**src/rtl/es2cal_pkg.sv**
```systemverilog
// Types, constants and helper functions for the epoch-to-calendar core
`default_nettype none

package es2cal_pkg;

    localparam int OP_W  = 18;  // shared subtractor width
    localparam int REM_W = 17;  // partial remainder width
    localparam int Q_W   = 15;  // day count / quotient shift width

    localparam logic [REM_W-1:0] SECS_PER_DAY  = 17'd86400;
    localparam logic [REM_W-1:0] SECS_PER_HOUR = 17'd3600;
    localparam logic [REM_W-1:0] SECS_PER_MIN  = 17'd60;
    localparam logic [REM_W-1:0] DAYS_LONG     = 17'd366;
    localparam logic [REM_W-1:0] DAYS_SHORT    = 17'd365;

    localparam logic [7:0] YEAR_FIRST = 8'd70;
    localparam logic [2:0] THURSDAY   = 3'd4;
    localparam logic [3:0] LAST_MONTH = 4'd11;
    localparam logic [3:0] FEBRUARY   = 4'd1;

    // step counts minus one
    localparam logic [3:0] DAYS_STEPS = 4'd14;
    localparam logic [3:0] HOUR_STEPS = 4'd4;
    localparam logic [3:0] MIN_STEPS  = 4'd5;

    typedef enum logic [2:0] {
        ST_IDLE,
        ST_DAYS,
        ST_HOUR,
        ST_MINUTE,
        ST_YEAR,
        ST_MONTH
    } state_t;

    // year given as offset from 1900; 1900 and 2100 are not leap, 2000 is
    function automatic logic year_leap(input logic [7:0] y);
        year_leap = (y[1:0] == 2'b00) && (y != 8'd0) && (y != 8'd200);
    endfunction

    function automatic logic [4:0] month_len(input logic [3:0] mon, input logic leap);
        case (mon)
            4'd0:    month_len = 5'd31;
            4'd1:    month_len = leap ? 5'd29 : 5'd28;
            4'd2:    month_len = 5'd31;
            4'd3:    month_len = 5'd30;
            4'd4:    month_len = 5'd31;
            4'd5:    month_len = 5'd30;
            4'd6:    month_len = 5'd31;
            4'd7:    month_len = 5'd31;
            4'd8:    month_len = 5'd30;
            4'd9:    month_len = 5'd31;
            4'd10:   month_len = 5'd30;
            4'd11:   month_len = 5'd31;
            default: month_len = 5'd31;
        endcase
    endfunction

    // reduce a value below 14 modulo 7
    function automatic logic [2:0] mod7(input logic [3:0] v);
        logic [3:0] r;
        r    = (v >= 4'd7) ? (v - 4'd7) : v;
        mod7 = r[2:0];
    endfunction

endpackage

`default_nettype wire

```
**src/rtl/es2cal_sub_unit.sv**
```systemverilog
// Shared compare-and-subtract unit used by every step of the sequencer
`default_nettype none

module es2cal_sub_unit
(
    input  logic [es2cal_pkg::OP_W-1:0]  a,
    input  logic [es2cal_pkg::REM_W-1:0] b,
    output logic [es2cal_pkg::OP_W-1:0]  diff,
    output logic                         ge
);

    logic [es2cal_pkg::OP_W:0] wide;

    assign wide = {1'b0, a} - {2'b00, b};
    assign diff = wide[es2cal_pkg::OP_W-1:0];
    assign ge   = ~wide[es2cal_pkg::OP_W];

endmodule

`default_nettype wire

```
**src/rtl/epoch_seconds_to_calendar_core.sv**
```systemverilog
// Unix seconds to Gregorian UTC calendar time, iterative top level
//
// Converts a 31-bit count of seconds since 1970-01-01 00:00:00 UTC into
// second, minute, hour, weekday, day of year, month, day of month and year
// since 1900. All arithmetic runs through one 18-bit compare-and-subtract
// unit: 15 restoring-division steps give the day count (weekday accumulated
// alongside), 5 steps give the hour, 6 the minute and second, then one step
// per whole year since 1970 and one per whole month. in_stall stays high
// from transfer until the result is loaded, which waits while the previous
// result is still held. The result sits in an output register, so the next
// item is taken while it waits.
`default_nettype none

module epoch_seconds_to_calendar_core
(
    input  logic        clk,
    input  logic        rst_n,
    input  logic        in_valid,
    output logic        in_stall,
    input  logic [30:0] epoch_seconds,
    output logic        out_valid,
    input  logic        out_stall,
    output logic [5:0]  second,
    output logic [5:0]  minute,
    output logic [4:0]  hour,
    output logic [2:0]  weekday,
    output logic [8:0]  year_day,
    output logic [3:0]  month,
    output logic [4:0]  month_day,
    output logic [7:0]  year_since_1900
);

    localparam int OP_W  = es2cal_pkg::OP_W;
    localparam int REM_W = es2cal_pkg::REM_W;
    localparam int Q_W   = es2cal_pkg::Q_W;

    es2cal_pkg::state_t state_reg, state_next;

    logic [3:0]       cnt_reg, cnt_next;
    logic [REM_W-1:0] p_reg, p_next;
    logic [Q_W-1:0]   num_reg, num_next;
    logic [Q_W-1:0]   days_reg, days_next;
    logic [2:0]       wday_reg, wday_next;
    logic [4:0]       hour_w_reg, hour_w_next;
    logic [5:0]       minute_w_reg, minute_w_next;
    logic [5:0]       second_w_reg, second_w_next;
    logic [7:0]       year_reg, year_next;
    logic [8:0]       yday_reg, yday_next;
    logic [3:0]       mon_reg, mon_next;

    logic             out_valid_reg, out_valid_next;
    logic [5:0]       second_reg, second_next;
    logic [5:0]       minute_reg, minute_next;
    logic [4:0]       hour_reg, hour_next;
    logic [2:0]       weekday_reg, weekday_next;
    logic [8:0]       year_day_reg, year_day_next;
    logic [3:0]       month_reg, month_next;
    logic [4:0]       month_day_reg, month_day_next;
    logic [7:0]       year_out_reg, year_out_next;

    logic             in_xfer;
    logic             can_load;
    logic             leap;
    logic [4:0]       mlen;
    logic             month_end;
    logic [OP_W-1:0]  t_div;
    logic [OP_W-1:0]  op_a;
    logic [REM_W-1:0] op_b;
    logic [OP_W-1:0]  diff;
    logic             ge;
    logic [REM_W-1:0] p_div;
    logic [Q_W-1:0]   q_div;
    logic [2:0]       w_step;

    es2cal_sub_unit u_sub
    (
        .a    (op_a),
        .b    (op_b),
        .diff (diff),
        .ge   (ge)
    );

    assign in_stall  = (state_reg != es2cal_pkg::ST_IDLE);
    assign in_xfer   = in_valid && !in_stall;
    assign can_load  = !out_valid_reg || !out_stall;
    assign leap      = es2cal_pkg::year_leap(year_reg);
    assign mlen      = es2cal_pkg::month_len(mon_reg, leap);
    assign month_end = (mon_reg == es2cal_pkg::LAST_MONTH) || !ge;

    assign t_div  = {p_reg, num_reg[Q_W-1]};
    assign p_div  = ge ? diff[REM_W-1:0] : t_div[REM_W-1:0];
    assign q_div  = {num_reg[Q_W-2:0], ge};
    assign w_step = es2cal_pkg::mod7({wday_reg, ge});

    // operand select for the shared unit
    always_comb
    begin
        op_a = t_div;
        op_b = '0;
        case (state_reg)
            es2cal_pkg::ST_DAYS:   op_b = es2cal_pkg::SECS_PER_DAY;
            es2cal_pkg::ST_HOUR:   op_b = es2cal_pkg::SECS_PER_HOUR;
            es2cal_pkg::ST_MINUTE: op_b = es2cal_pkg::SECS_PER_MIN;
            es2cal_pkg::ST_YEAR:
            begin
                op_a = {{(OP_W-Q_W){1'b0}}, days_reg};
                op_b = leap ? es2cal_pkg::DAYS_LONG : es2cal_pkg::DAYS_SHORT;
            end
            es2cal_pkg::ST_MONTH:
            begin
                op_a = {{(OP_W-Q_W){1'b0}}, days_reg};
                op_b = {{(REM_W-5){1'b0}}, mlen};
            end
            default:
            begin
                op_a = t_div;
                op_b = '0;
            end
        endcase
    end

    // next state
    always_comb
    begin
        state_next = state_reg;
        case (state_reg)
            es2cal_pkg::ST_IDLE:
                if (in_xfer)
                    state_next = es2cal_pkg::ST_DAYS;
            es2cal_pkg::ST_DAYS:
                if (cnt_reg == 4'd0)
                    state_next = es2cal_pkg::ST_HOUR;
            es2cal_pkg::ST_HOUR:
                if (cnt_reg == 4'd0)
                    state_next = es2cal_pkg::ST_MINUTE;
            es2cal_pkg::ST_MINUTE:
                if (cnt_reg == 4'd0)
                    state_next = es2cal_pkg::ST_YEAR;
            es2cal_pkg::ST_YEAR:
                if (!ge)
                    state_next = es2cal_pkg::ST_MONTH;
            es2cal_pkg::ST_MONTH:
                if (month_end && can_load)
                    state_next = es2cal_pkg::ST_IDLE;
            default:
                state_next = es2cal_pkg::ST_IDLE;
        endcase
    end

    // datapath and result register
    always_comb
    begin
        cnt_next       = cnt_reg;
        p_next         = p_reg;
        num_next       = num_reg;
        days_next      = days_reg;
        wday_next      = wday_reg;
        hour_w_next    = hour_w_reg;
        minute_w_next  = minute_w_reg;
        second_w_next  = second_w_reg;
        year_next      = year_reg;
        yday_next      = yday_reg;
        mon_next       = mon_reg;
        out_valid_next = out_valid_reg && out_stall;
        second_next    = second_reg;
        minute_next    = minute_reg;
        hour_next      = hour_reg;
        weekday_next   = weekday_reg;
        year_day_next  = year_day_reg;
        month_next     = month_reg;
        month_day_next = month_day_reg;
        year_out_next  = year_out_reg;

        case (state_reg)
            es2cal_pkg::ST_IDLE:
                if (in_xfer)
                begin
                    // top quotient bits are known zero
                    p_next    = {1'b0, epoch_seconds[30:Q_W]};
                    num_next  = epoch_seconds[Q_W-1:0];
                    cnt_next  = es2cal_pkg::DAYS_STEPS;
                    wday_next = 3'd0;
                end
            es2cal_pkg::ST_DAYS:
            begin
                p_next    = p_div;
                num_next  = q_div;
                wday_next = w_step;
                cnt_next  = cnt_reg - 4'd1;
                if (cnt_reg == 4'd0)
                begin
                    days_next = q_div;
                    wday_next = es2cal_pkg::mod7({1'b0, w_step}
                                                 + {1'b0, es2cal_pkg::THURSDAY});
                    p_next    = {5'b00000, p_div[16:5]};
                    num_next  = {p_div[4:0], 10'd0};
                    cnt_next  = es2cal_pkg::HOUR_STEPS;
                end
            end
            es2cal_pkg::ST_HOUR:
            begin
                p_next   = p_div;
                num_next = q_div;
                cnt_next = cnt_reg - 4'd1;
                if (cnt_reg == 4'd0)
                begin
                    hour_w_next = q_div[4:0];
                    p_next      = {11'd0, p_div[11:6]};
                    num_next    = {p_div[5:0], 9'd0};
                    cnt_next    = es2cal_pkg::MIN_STEPS;
                end
            end
            es2cal_pkg::ST_MINUTE:
            begin
                p_next   = p_div;
                num_next = q_div;
                cnt_next = cnt_reg - 4'd1;
                if (cnt_reg == 4'd0)
                begin
                    minute_w_next = q_div[5:0];
                    second_w_next = p_div[5:0];
                    year_next     = es2cal_pkg::YEAR_FIRST;
                end
            end
            es2cal_pkg::ST_YEAR:
                if (ge)
                begin
                    days_next = diff[Q_W-1:0];
                    year_next = year_reg + 8'd1;
                end
                else
                begin
                    yday_next = days_reg[8:0];
                    mon_next  = 4'd0;
                end
            es2cal_pkg::ST_MONTH:
                if (month_end)
                begin
                    if (can_load)
                    begin
                        out_valid_next = 1'b1;
                        second_next    = second_w_reg;
                        minute_next    = minute_w_reg;
                        hour_next      = hour_w_reg;
                        weekday_next   = wday_reg;
                        year_day_next  = yday_reg;
                        month_next     = mon_reg;
                        month_day_next = days_reg[4:0] + 5'd1;
                        year_out_next  = year_reg;
                    end
                end
                else
                begin
                    days_next = diff[Q_W-1:0];
                    mon_next  = mon_reg + 4'd1;
                end
            default:
            begin
                cnt_next = cnt_reg;
            end
        endcase
    end

    always_ff @(posedge clk or negedge rst_n)
    begin
        if (!rst_n)
        begin
            state_reg     <= es2cal_pkg::ST_IDLE;
            cnt_reg       <= 4'd0;
            out_valid_reg <= 1'b0;
        end
        else
        begin
            state_reg     <= state_next;
            cnt_reg       <= cnt_next;
            out_valid_reg <= out_valid_next;
        end
    end

    always_ff @(posedge clk)
    begin
        p_reg         <= p_next;
        num_reg       <= num_next;
        days_reg      <= days_next;
        wday_reg      <= wday_next;
        hour_w_reg    <= hour_w_next;
        minute_w_reg  <= minute_w_next;
        second_w_reg  <= second_w_next;
        year_reg      <= year_next;
        yday_reg      <= yday_next;
        mon_reg       <= mon_next;
        second_reg    <= second_next;
        minute_reg    <= minute_next;
        hour_reg      <= hour_next;
        weekday_reg   <= weekday_next;
        year_day_reg  <= year_day_next;
        month_reg     <= month_next;
        month_day_reg <= month_day_next;
        year_out_reg  <= year_out_next;
    end

    assign out_valid       = out_valid_reg;
    assign second          = second_reg;
    assign minute          = minute_reg;
    assign hour            = hour_reg;
    assign weekday         = weekday_reg;
    assign year_day        = year_day_reg;
    assign month           = month_reg;
    assign month_day       = month_day_reg;
    assign year_since_1900 = year_out_reg;

endmodule

`default_nettype wire

```
**config.mk**
```make
export PLATFORM = sky130hd
export DESIGN_NAME = epoch_seconds_to_calendar_core
export DESIGN_NICKNAME = d
export VERILOG_FILES = /design/src/rtl/es2cal_pkg.sv /design/src/rtl/es2cal_sub_unit.sv /design/src/rtl/epoch_seconds_to_calendar_core.sv
export SDC_FILE = /design/constraint.sdc
export NUM_CORES = 1
export LEC_CHECK = 0
export ABC_CLOCK_PERIOD_IN_PS = 17200
export BUFFER_PORTS_ARGS = -buffer_cell sky130_fd_sc_hd__buf_2
export CORE_UTILIZATION = 25
export DETAILED_ROUTE_END_ITERATION = 10
export PLACE_DENSITY = 0.42
export SYNTH_ARGS = -nofsm -noshare
export SYNTH_HDL_FRONTEND = slang
export SYNTH_SLANG_ARGS = --single-unit
```
**constraint.sdc**
```tcl
create_clock -name clk -period 17.2 [get_ports clk]
set_clock_uncertainty 0.2 [all_clocks]
set_input_delay 2.58 -clock clk [delete_from_list [all_inputs] [get_ports clk]]
set_output_delay 2.58 -clock clk [all_outputs]
set_load 0.01 [all_outputs]
```
Word level (Yosys, flattened, before mapping). Index checks and enable logic that the tools add are counted.

Flip-flop bits (word level): 142. Input bits: 35. Output and inout bits: 48. Word-level logic and storage cells: 127.

$add $sub $neg: 8. Order comparisons: 2. Equality and inequality tests: 20. Multiplexer cells: 43. Bitwise gates (word level): 1. Reductions and logical operators: 32.

Operators by type and width (count): $mux W15 (6); $pmux W17 S5 (1); $mux W17 (4); $pmux W17 S4 (1); $pmux W15 S4 (1); $pmux W15 S3 (1); $mux W3 (10); $mux W4 (5); $sub A18 B17 Y19 (1); $mux W18 (1); $pmux W3 S6 (1); $mux W8 (2); $pmux W4 S4 (1); $pmux W8 S2 (1); $ne A2 B2 Y1 const B (7); $eq A4 B4 Y1 const B (3); $reduce_and A2 Y1 (5); $reduce_and A3 Y1 (3); $add A8 B1 Y8 const B (1); $ge A4 B3 Y1 const B (2); $ne A8 B8 Y1 const B (1); $pmux W4 S2 (1); $reduce_bool A8 Y1 (1); $eq A3 B2 Y1 const B (2); other kinds (29) (44).

Longest topological paths before layout. Gate-level depths: netlist (run 1).

Depth in word-level cells: 15. Mapped depth: 27. Mapped depth without buffers: 24.

Cells and area by module. Synthesis (run 1) repeated with hierarchy kept, for this count alone.

Cells, all modules: 680. Area, all modules: 7509.7 µm².

By module, submodules not included: epoch_seconds_to_calendar_core (times used 1, cells each 534, area each 6487.5 µm², sequential area each 4224.1 µm²); es2cal_sub_unit (times used 1, cells each 146, area each 1022.2 µm², sequential area each 0.0 µm²).

Least setup slack after synthesis (run 1). OpenSTA, ideal clock, no wires.

Kind: flip-flop to flip-flop. Start point: reg state_reg[1]. End point: reg hour_reg[0], in the netlist hour[0] (enable). Setup time: 465 ps. Arrival: 6097 ps. Required time: 16535 ps. Slack: 10438 ps. Stages on the path, launching flop included: 18. Buffers on the path: 6. Clock period less this slack: 6762 ps. Cell sequence: dfrtp_1 clkbuf_1 clkinv_1 ha_1 buf_2 clkbuf_1 mux2_2 ha_1 a21o_1 a21oi_2 a21oi_1 o211a_1 o31a_1 buf_6 buf_6 buf_4 a21o_1 a21oi_1.

Word-level cells in the longest chain between the ends: 6. Elaborated cells on any way between the ends: 11. Those cells by class: add/sub: 1; eq/ne: 5; mux: 2; reduce/logical: 3.

Ends and longest elaborated chain: start, declared (RTL line epoch_seconds_to_calendar_core.sv:37) `es2cal_pkg::state_t state_reg, state_next;`; start signal, assigned (RTL line epoch_seconds_to_calendar_core.sv:268) `state_reg <= es2cal_pkg::ST_IDLE;`; start signal, assigned (RTL line epoch_seconds_to_calendar_core.sv:274) `state_reg <= state_next;`; $eq A3 B3 Y1, on equally long branches (RTL line epoch_seconds_to_calendar_core.sv:100, epoch_seconds_to_calendar_core.sv:174); $reduce_or A2 Y1 (no line); $mux W18 (RTL line epoch_seconds_to_calendar_core.sv:100) `case (state_reg)`; $sub A18 B17 Y19 (RTL line es2cal_sub_unit.sv:14) `assign wide = {1'b0, a} - {2'b00, b};`; $logic_or A1 B1 Y1 (RTL line epoch_seconds_to_calendar_core.sv:88) `assign month_end = (mon_reg == es2cal_pkg::LAST_MONTH) || !ge;`; $reduce_and A3 Y1 (no line) (*); end signal, assigned (RTL line epoch_seconds_to_calendar_core.sv:294) `hour_reg <= hour_next;`; end, declared (RTL line epoch_seconds_to_calendar_core.sv:54) `logic [4:0] hour_reg, hour_next;`.

Mark *: on every way between the ends. The rest lies on a longest branch, timed or not. A chain may end at the register's enable or synchronous reset.

Worst setup path in the final report (run 1).
Start point: reg state_reg[1]. End point: reg year_reg[1] (enable).

Word-level cells in the longest chain between the ends: 6. Elaborated cells on any way between the ends: 13. Those cells by class: add/sub: 1; eq/ne: 7; mux: 2; reduce/logical: 3.

Ends and longest elaborated chain: $eq A3 B3 Y1, on equally long branches (RTL line epoch_seconds_to_calendar_core.sv:100, epoch_seconds_to_calendar_core.sv:174); $reduce_or A2 Y1 (no line); $mux W18 (RTL line epoch_seconds_to_calendar_core.sv:100); $sub A18 B17 Y19 (RTL line es2cal_sub_unit.sv:14); $ne A2 B2 Y1 (no line); $reduce_and A3 Y1 (no line) (*); end signal, assigned (RTL line epoch_seconds_to_calendar_core.sv:289) `year_reg <= year_next;`; end, declared (RTL line epoch_seconds_to_calendar_core.sv:47) `logic [7:0] year_reg, year_next;`.

Marked as above.

==> results of run 1 <==
[final cells by class]
| class | instances | area [sq um] |
|---|---|---|
| clock buffers | 18 | 429 |
| inverters | 34 | 128 |
| fillers | 2996 | 20000 |
| multi-input cells | 418 | 2930 |
| clock inverters | 14 | 158 |
| repair buffers | 91 | 478 |
| well taps | 384 | 480 |
| flip-flops and latches | 142 | 4220 |
[worst reg2reg max path: stages (launching register included)]
cell and delay [ps]:
dfrtp_1 550, clkinv_1 350, ha_1 300, buf_4 270, mux2i_1 190, ha_1 250
fa_1 410, nor2b_1 210, o2111ai_2 160, a21oi_1 320, o211a_1 270, o31a_2 160
buf_4 440, nor2_1 490, a211oi_1 1080
[Yosys cell counts, types with 7 or more instances]
cell type	number	area share (%)
a21o_1	7	0.71
o21ai_0	24	1.6
nand3_1	17	1.2
a31oi_1	7	0.59
a211o_1	7	0.83
inv_1	30	1.5
edfxtp_1	134	55
xor2_1	10	1.2
o21ai_1	10	0.68
xnor2_1	14	1.7
a211oi_1	8	0.81
a21oi_1	30	2.0
mux2i_1	14	1.9
nor2b_1	7	0.59
nand2_1	55	2.8
ha_1	29	4.9
nor3_1	14	0.95
nor2_1	51	2.6
dfrtp_1	8	2.7
clkbuf_1	17	0.87
mux2_2	29	4.4
[worst paths after layout]
path / startpoint / end / slack, ps / cells past startpoint
worst min-delay path: hour_w_reg[3] / hour[3] / 210 / 0
max in group asynchronous: rst_n / cnt_reg[2] / 14820 / 1
worst min register to register: hour_w_reg[3] / hour[3] / 210 / 0
min in group asynchronous: rst_n / cnt_reg[3] / 1800 / 1
worst max-delay path: state_reg[1] / year_reg[1] / 11150 / 14
worst max register to register: state_reg[1] / year_reg[1] / 11150 / 14
[cells by family after synthesis]
family / after synthesis / synth area share (%)
AND/OR/NAND/NOR: 170 / 10.4
AO/OA/AOI/OAI: 145 / 13.3
flip-flops: 142 / 57.3
buffers and inverters: 57 / 3.19
multiplexers: 48 / 7.59
adder cells (fa/ha/maj): 30 / 5.19
XOR/XNOR: 25 / 3.07
[metrics by stage]
stage / setup slack (ps) / utilization, % / power (uW) / area, sq um / cells
final: 11150 / 30.6 / 1990 / 8830 / 1101
after global routing: 10680 / 30.6 / 2110 / 8830 / 1101
after CTS: 11120 / 30.6 / 1990 / 8830 / 1101
after detailed placement: 11120 / 28.6 / 1610 / 8240 / 1069
after global placement: 11310 / 28.6 / 1600 / 8240 / 1069
after floorplan: 10440 / - / 1310 / 7370 / 617
[power by group through the flow]
| stage | clock network [uW] | logic (uW) | registers (uW) |
|---|---|---|---|
| floorplan | 0 | 759 | 548 |
| finish | 373 | 1030 | 583 |
| detailed placement | 0 | 1020 | 591 |
| global route | 398 | 1120 | 591 |
| CTS | 383 | 1030 | 584 |
| global placement | 0 | 1010 | 590 |
[cell usage in the layout (no fill, tap or decap), types with 7 or more instances in the layout]
cell,n
a21oi_1,29
nor2b_1,7
buf_4,9
nor3_1,13
buf_2,82
mux2_2,29
o21ai_1,10
ha_1,29
xor2_1,10
edfxtp_1,134
a31oi_1,7
inv_1,30
nand2_1,55
o21ai_0,24
xnor2_1,14
nor2_1,50
dfrtp_1,8
a21o_1,7
mux2i_1,14
nand3_1,17
a211o_1,7
a211oi_1,8
clkbuf_16,17
[routing by layer]
metal / track usage, % / up-vias
li1: - / 2488
met1: 18.3 / 2580
met2: 23.3 / 178
met3: 3.49 / 37
met4: 5.19 / 0
met5: 0 / -
==> impl_metrics.tcl, run 1 <==
set metrics [dict create \
    run_status "finished, final reports clean" \
    critical_path.n_buffers_inverters 3 \
    cts_resized 0 \
    max-cap-violations 0 \
    initial_core_util_pct 25.6 \
    post-route-period-util_pct 35.2 \
    largest_reg_flops 17 \
    path_max_fanout 35 \
    grt_antenna_before_repair 0 \
    power_density_nw_per_um2 225 \
    post_route_cells_drive_above_1_share_pct 23.2 \
    cp_data_arrival_time_ps 5880 \
    cts_tree "yes" \
    clkSlewWorstSetupHoldPaths_ps 60 \
    critPathLaunchType "flip-flop" \
    critPathRequiredTime_ps 17040 \
    ioPinCount 83 \
    numClockSinks 142 \
    synth_sequential_area_ratio_pct 57.3 \
    port-buffer-count 82 \
    synth-seq-cells 142 \
    clockRootBuffer "clkbuf_16" \
    horiz_die_dim_microns 174 \
    growth_of_design_area_from_synthesis_to_finish_pct 19.8 \
    worst_path_max_delay_cell "a211oi_1" \
    final_max_slew_viol_count 0 \
    worst_margin_pin_slew_ps 1350 \
    clk_latency_ps 420 \
    power_switching_share_pct 44.0 \
    ys_async_sr_fraction_pct 5.63 \
    grt_setup_unrepaired "no" \
    yosysWarningCount 0 \
    grt_pass1_vias 5480 \
    critPathCaptureType "flip-flop" \
    drtAntennaViolNets 0 \
    p_int_uw 1110 \
    p_seq_share_pct 29.3 \
    std_cell_rows 62 \
    globalRouteTotalUtil_pct 14.3 \
    drt-wirelength-per-cell_microns 19.2 \
    wl_met2_microns 9860 \
    syn-cell-area_sq_um 7370 \
    synthesis.area_per_instance_sq_um 12.0 \
    post_synth_num_cell_types 65 \
    synth-edff-count 134 \
    via_per_inst 4.80 \
    vdd.ir_drop.worst_uv 150 \
    postSynth.topFlopCell "edfxtp_1" \
    globalRouteOverflowTotal 0 \
    count_of_vias_placed_by_the_detailed_router 5283 \
    die_area_sq_um 30200 \
    routed_wl_microns 21200 \
    gpl.final_weighted_congestion 0.877 \
    clock_path_buffers 2 \
    share_comb_of_total_power_pct 51.9 \
    cts_hold_buffers 0 \
    antenna_cells_inserted 0 \
    power.leakage_uw 0.00337 \
    critPathTopFamily "compound AO/OA/AOI/OAI gates" \
    drc 0 \
    drt-pass1-iter-count 6 \
    nets 769 \
    routed-wl-met3_microns 1230 \
    highest-signal-layer "met4" \
    postSynthNetCount 682 \
    critical_path_class "reg2reg" \
    fin_tns_setup_ps 0 \
    setup_viol 0 \
    syn_inst 617 \
    cts_inserted_buffers 17 \
    max-slew-margin-rel_pct 9.65 \
    crit_chain "clkinv_1, ha_1, buf_4, mux2i_1, ha_1, fa_1, nor2b_1, o2111ai_2, a21oi_1, o211a_1, o31a_2, buf_4, nor2_1, a211oi_1" \
    setup_buffers_after_cts 0 \
    drt_initial_violations 418 \
    worst_hold_slack_ps 215 \
    grt_max_degree 47 \
    max_freq_mhz 165 \
    hold_path_class "reg2reg" \
    power.switching_uw 874 \
    m1WireLength_microns 9560 \
    clock_power_share_pct 18.7 \
    die_height_microns 174 \
    std_cell_core_area_sq_um 28900 \
    critical_path.max_stage_delay_ps 1080 \
    post-dp-hpwl_microns 15600 \
    final_period_minus_worst_setup_slack_ps 6050 \
    hold_viol 0 \
    count_of_h_tree_levels_built_during_cts 4 \
    grt_pass1_wl_microns 32400 \
]
No activity file was read; power rests on OpenSTA's default activity.
==> run 2, diff against run 1 <==
Settings changed: ABC_CLOCK_PERIOD_IN_PS 17200 to 5820.
Clock period 17.2 ns to 5.82 ns, I/O delays scaled along.
==> run 2 against run 1 <==
Global-route usage grew 0.060 points. Utilization grew 0.60 points. Non-clock buffer count grew 11. Count of clock-buffer cells in the layout is the same. Hold slack lost 130 ps. Sequential share of layout area shrank 0.91 points.
==> impl_metrics.tcl, run 2 (synthesis gave the netlist of run 1 again) <==
set metrics [dict create \
    globalRouteTotalUtil_pct 14.4 \
    fin_tns_setup_ps 0 \
    ioPinCount 83 \
    max_freq_mhz 183 \
    cts_inserted_buffers 17 \
    post_route_cells_drive_above_1_share_pct 24.7 \
    post-dp-hpwl_microns 15900 \
    die_area_sq_um 30200 \
    hold_path_class "in2async" \
    setup_viol 0 \
    cts_hold_buffers 0 \
    antenna_cells_inserted 0 \
    grt_antenna_before_repair 1 \
    r2r_setup_slack_ps 360 \
    critPathCaptureType "flip-flop" \
    worst_margin_pin_slew_ps 866 \
    critPathTopFamily "compound AO/OA/AOI/OAI gates" \
    grt_max_degree 47 \
    crit-reg2reg-capture "wday_reg[1]" \
    grt_pass1_vias 5437 \
    drt-pass1-iter-count 5 \
    grt_pass1_wl_microns 32700 \
    top_cell_by_count_worst_path "ha_1" \
    largest_reg_flops 17 \
    cts_tree "yes" \
    power_density_nw_per_um2 675 \
    run_status "finished, final reports clean" \
    drtAntennaViolNets 0 \
    layout.cells.most_common_list "134 x edfxtp_1, 82 x buf_2, 55 x nand2_1, 50 x nor2_1, 30 x inv_1" \
    growth_of_design_area_from_synthesis_to_finish_pct 22.1 \
    reg2regPathDepth 16 \
    numClockSinks 142 \
    globalRouteOverflowTotal 0 \
    path_max_fanout 18 \
    most_frequent_standard_cell_in_the_layout_excluding_fill_and_tap_cells "edfxtp_1" \
    count_of_vias_placed_by_the_detailed_router 5240 \
    fillers 2969 \
    grt_setup_unrepaired "no" \
    clk_latency_ps 430 \
    power.leakage_uw 0.00346 \
    crit_chain "clkinvlp_4, ha_1, buf_4, buf_4, mux2_2, ha_1, o21ai_0, o21bai_1, o211a_1, o31a_2, ha_1, a21oi_1, mux2_2, ha_1, or3_1, o211a_1" \
    critical_path.max_stage_delay_ps 500 \
    vdd.ir_drop.worst_uv 305 \
    critical_path_class "reg2reg" \
    max-cap-violations 0 \
    horiz_die_dim_microns 174 \
    die_height_microns 174 \
    clockRootBuffer "clkbuf_16" \
    drt_initial_violations 321 \
    nets 780 \
    critPathLaunchType "flip-flop" \
    std_cell_rows 62 \
    critPathRequiredTime_ps 5800 \
    critical_path.n_buffers_inverters 3 \
    gpl.final_weighted_congestion 0.847 \
    final_max_slew_viol_count 0 \
    drc 0 \
    pre_cts_ws_ps 293 \
    initial_core_util_pct 25.6 \
    max-slew-margin-rel_pct 42.1 \
    routed_wl_microns 21300 \
    cp_data_arrival_time_ps 5440 \
    hold_viol 0 \
    count_of_h_tree_levels_built_during_cts 4 \
    final_period_minus_worst_setup_slack_ps 5460 \
    port-buffer-count 82 \
    std_cell_core_area_sq_um 28900 \
    finalCoreUtilization_pct 31.2 \
    worst_path_max_delay_cell "dfrtp_2" \
    worst_r2r_startpoint "state_reg[1]" \
    final.setup.worst_slack_ps 362 \
    post-route-period-util_pct 93.8 \
    drt-wirelength-per-cell_microns 19.2 \
    clkSlewWorstSetupHoldPaths_ps 60 \
    clock_path_buffers 2 \
    via_per_inst 4.71 \
]
run 2: cell count changes in the layout (fill, tap and decap cells not counted):
cell and change:
clkinv_4 -2, bufinv_16 +3, buf_4 +10, dfrtp_1 -1, inv_8 +2, dfrtp_2 +1, buf_12 +1, clkinv_1 -2
clkinvlp_4 +1, inv_6 -2
run 2: worst max path at each step:
stage,startpoint,to,cells past startpoint
after global routing,mon_reg[0],wday_reg[1],22
after CTS,state_reg[1],wday_reg[1],17
after global placement,state_reg[1],wday_reg[1],17
after detailed placement,state_reg[1],wday_reg[1],17
after floorplan,state_reg[1],hour[0],17
final,state_reg[1],wday_reg[1],16
run 2: layer usage:
| metal | up-vias | wire length [microns] | GRT usage [%] |
|---|---|---|---|
| li1 | 2509 | - | - |
| met1 | 2565 | 9970 | 18.6 |
| met2 | 138 | 10100 | 23.5 |
| met3 | 26 | 924 | 3.55 |
| met4 | 2 | 342 | 4.20 |
| met5 | - | 13 | 0 |
run 2: final cells by class:
class	count	area [sq um]	area share, %
timing repair buffer	102	573	6.36
inverter	34	131	1.46
tap	384	480	5.34
clock buffer	18	429	4.77
multi-input combinational	418	2930	32.6
sequential	142	4230	46.9
clock inverter	14	231	2.57
run 2: worst register-to-register path: stages (launching register included):
cell and delay, ps:
dfrtp_2 500, clkinvlp_4 190, ha_1 380, buf_4 260, buf_4 270, mux2_2 370, ha_1 320, o21ai_0 130
o21bai_1 160, o211a_1 310, o31a_2 400, ha_1 230, a21oi_1 300, mux2_2 400, ha_1 280, or3_1 370
o211a_1 140
run 2: repair_timing:
item / CTS / global route
setup endpoints to repair: 0 / 3
resized for setup: 0 / 2
buffers inserted: 0 / 0
run 2: report_power, final:
part           total [uW]  internal [uW]  leakage [uW]  switching, uW
sequential           1730           1510       0.00135            216
clock                1230            772      0.000316            462
combinational        3120           1210       0.00180           1910
total                6080           3490       0.00346           2590
run 2: stage by stage:
stage / hold WS, ps / cells / total power (uW) / area [sq um]
floorplan: 200 / 617 / 3860 / 7380
CTS: 84.7 / 1112 / 6090 / 9000
global route: 82.9 / 1112 / 6460 / 9000
detailed placement: 205 / 1080 / 4820 / 8340
finish: 89.7 / 1112 / 6080 / 9000
global placement: 206 / 1080 / 4820 / 8340
==> run 3, diff against run 2 <==
Settings changed: ABC_CLOCK_PERIOD_IN_PS 5820 to 4600, PLACE_DENSITY 0.42 to 0.43, SYNTH_HIERARCHICAL set to 1.
Clock period 5.82 ns to 4.6 ns, I/O delays scaled along.
==> run 3 against run 2 <==
The run now ends with negative setup slack left. Sequential cell count unchanged. Final cell count rose by 13%. Count of clock-buffer cells in the layout unchanged. Largest power group unchanged. Via count up 11%. Worst setup slack lost 500 ps. Routed wire length grew 3.5%. First-iteration DRC count rose by 28%. Utilization increased by 3.9 points. Design area grew 13%. Critical path type unchanged. Hold slack better by 120 ps.
==> impl_metrics.tcl, run 3 <==
set metrics [dict create \
    power_switching_share_pct 41.8 \
    syn-cell-area_sq_um 7460 \
    grt_max_degree 36 \
    synthesis.area_per_instance_sq_um 11.1 \
    drt_initial_violations 411 \
    final_max_slew_viol_count 0 \
    max-slew-margin-rel_pct 20.2 \
    power.switching_uw 3820 \
    die_height_microns 175 \
    critPathLaunchType "flip-flop" \
    numPlacedInstances 1201 \
    power_density_nw_per_um2 896 \
    clk_latency_ps 420 \
    max-cap-violations 0 \
    hold-path-cell-count 0 \
    finish.cell_count_without_fillers 1257 \
    power.leakage_uw 0.00404 \
    worst_path_max_delay_cell "or4_4" \
    post_route_cells_drive_above_1_share_pct 34.9 \
    grt_pass1_wl_microns 33400 \
    most_frequent_standard_cell_in_the_layout_excluding_fill_and_tap_cells "edfxtp_1" \
    hold_viol 0 \
    std_cell_rows 62 \
    critPathRequiredTime_ps 4580 \
    worst_margin_pin_slew_ps 1190 \
    max_freq_mhz 211 \
    globalRouteOverflowTotal 0 \
    growth_of_design_area_from_synthesis_to_finish_pct 36.5 \
    p_int_uw 5310 \
    die_area_sq_um 30500 \
    antenna_cells_inserted 0 \
    critPathTopFamily "adder cells" \
    r2r_setup_slack_ps -130 \
    hold_path_class "reg2reg" \
    routed_wl_microns 22100 \
    final_period_minus_worst_setup_slack_ps 4730 \
    drt-pass1-iter-count 7 \
    port-buffer-count 82 \
    failed_checks "negative setup slack" \
    report.power.total_uw 9120 \
    path_max_fanout 4 \
    syn_inst 670 \
    critPathCaptureType "flip-flop" \
    timing.hold.worst_endpoint "year_day[2]" \
    drc 0 \
    p_seq_share_pct 22.5 \
    clock_power_share_pct 14.7 \
    vdd.ir_drop.worst_uv 348 \
    share_comb_of_total_power_pct 62.8 \
    globalRouteTotalUtil_pct 14.4 \
    cp_data_arrival_time_ps 4710 \
    gpl.final_weighted_congestion 0.815 \
    drtAntennaViolNets 0 \
    layout.cells.most_common_list "134 x edfxtp_1, 129 x nand2_1, 103 x buf_4, 82 x buf_2" \
    post-route-period-util_pct 103 \
    clock_path_buffers 2 \
    count_of_vias_placed_by_the_detailed_router 5830 \
    setup_viol 53 \
    std_cell_core_area_sq_um 29000 \
    holdCritStartpoint "yday_reg[2]" \
    reg2regPathDepth 22 \
    nets 924 \
    crit-reg2reg-capture "wday_reg[0]" \
    crit_chain "inv_2, ha_2, nor3b_2, o311ai_2, a31oi_2, ha_2, inv_2, fa_2, a211oi_4, nor3_2, o21ai_2, a31oi_2, or4_4, ha_4, a21oi_4, mux2_4, ha_4, inv_2, ha_4, nor2_4, xnor2_2, nor2_1" \
    initial_core_util_pct 25.7 \
    critical_path.n_buffers_inverters 3 \
    largest_reg_flops 17 \
    clockRootBuffer "clkbuf_16" \
    via_per_inst 4.64 \
    critical_path.max_stage_delay_ps 540 \
    ioPinCount 83 \
    clkSlewWorstSetupHoldPaths_ps 60 \
    drt-wirelength-per-cell_microns 17.6 \
    worst_r2r_startpoint "mon_reg[0]" \
    grt_pass1_vias 5713 \
    grt_antenna_before_repair 0 \
    run_status "complete, but fails checks" \
    cts_tree "yes" \
    cts_inserted_buffers 17 \
    grt_setup_unrepaired "yes" \
    critical_path_class "reg2reg" \
    final.setup.worst_slack_ps -133 \
    yosysWarningCount 6 \
    count_of_h_tree_levels_built_during_cts 4 \
    post-dp-hpwl_microns 16100 \
    horiz_die_dim_microns 175 \
    numClockSinks 142 \
]
-- run 3: how the worst max path moves through the flow --
stage | start | to | slack (ps) | cells past startpoint
finish | mon_reg[0] | wday_reg[0] | -130 | 22
global route | mon_reg[1] | wday_reg[0] | -330 | 24
CTS | mon_reg[0] | wday_reg[0] | -290 | 22
detailed placement | year_reg[3] | wday_reg[2] | -320 | 20
global placement | year_reg[3] | p_reg[5] | -350 | 18
floorplan | state_reg[1] | hour[0] | 2 | 17
-- run 3: metal layers --
layer | up-vias | wire [microns] | track usage, %
li1 | 2831 | - | -
met1 | 2850 | 10700 | 20.0
met2 | 130 | 10200 | 22.8
met3 | 19 | 781 | 3.05
met4 | 0 | 349 | 3.66
met5 | - | 0 | 0
-- run 3: worst reg2reg max path: stages, from the launching register on --
cell and delay [ps]:
edfxtp_1 450, inv_2 60, ha_2 180, nor3b_2 190
o311ai_2 100, a31oi_2 190, ha_2 230, inv_2 40
fa_2 360, a211oi_4 260, nor3_2 90, o21ai_2 180
a31oi_2 130, or4_4 540, ha_4 190, a21oi_4 150
mux2_4 330, ha_4 160, inv_2 50, ha_4 140
nor2_4 50, xnor2_2 160, nor2_1 50
-- run 3: final cells by class --
type | count | area (sq um)
well taps | 384 | 480
clock buffers | 18 | 429
repair buffers | 201 | 1520
flip-flops and latches | 142 | 4220
multi-input cells | 457 | 3240
fillers | 2951 | 18800
clock inverters | 14 | 133
inverters | 41 | 154
-- run 3: per-stage QoR --
step                      utilization, %  hold slack (ps)  TNS (ps)  setup slack (ps)  instance area, sq um
after global placement              31.0              202     -2430              -347                  8990
final                               35.1              214     -2070              -133                 10200
after global routing                35.1              222    -13260              -326                 10200
after detailed placement            31.0              205     -2550              -318                  8990
after floorplan                        -              194         0              2.45                  7520
after CTS                           34.0              216    -11370              -292                  9860
-- run 3: power by group through the flow --
stage / sequential, uW / combinational (uW) / clock [uW]
floorplan: 1980 / 3030 / 0
global placement: 2070 / 4880 / 0
detailed placement: 2060 / 4850 / 0
CTS: 2050 / 5340 / 1360
global route: 2080 / 6240 / 1410
finish: 2050 / 5730 / 1340
-- run 3: what timing repair did --
action                                 in CTS  in global routing
setup endpoints to repair                  39                114
buffers inserted                            9                  7
gates cloned                                2                  5
hold buffers                                1                  0
resized for setup                          38                 27
pin swaps                                  22                 27
endpoints found under the hold margin       8                  0
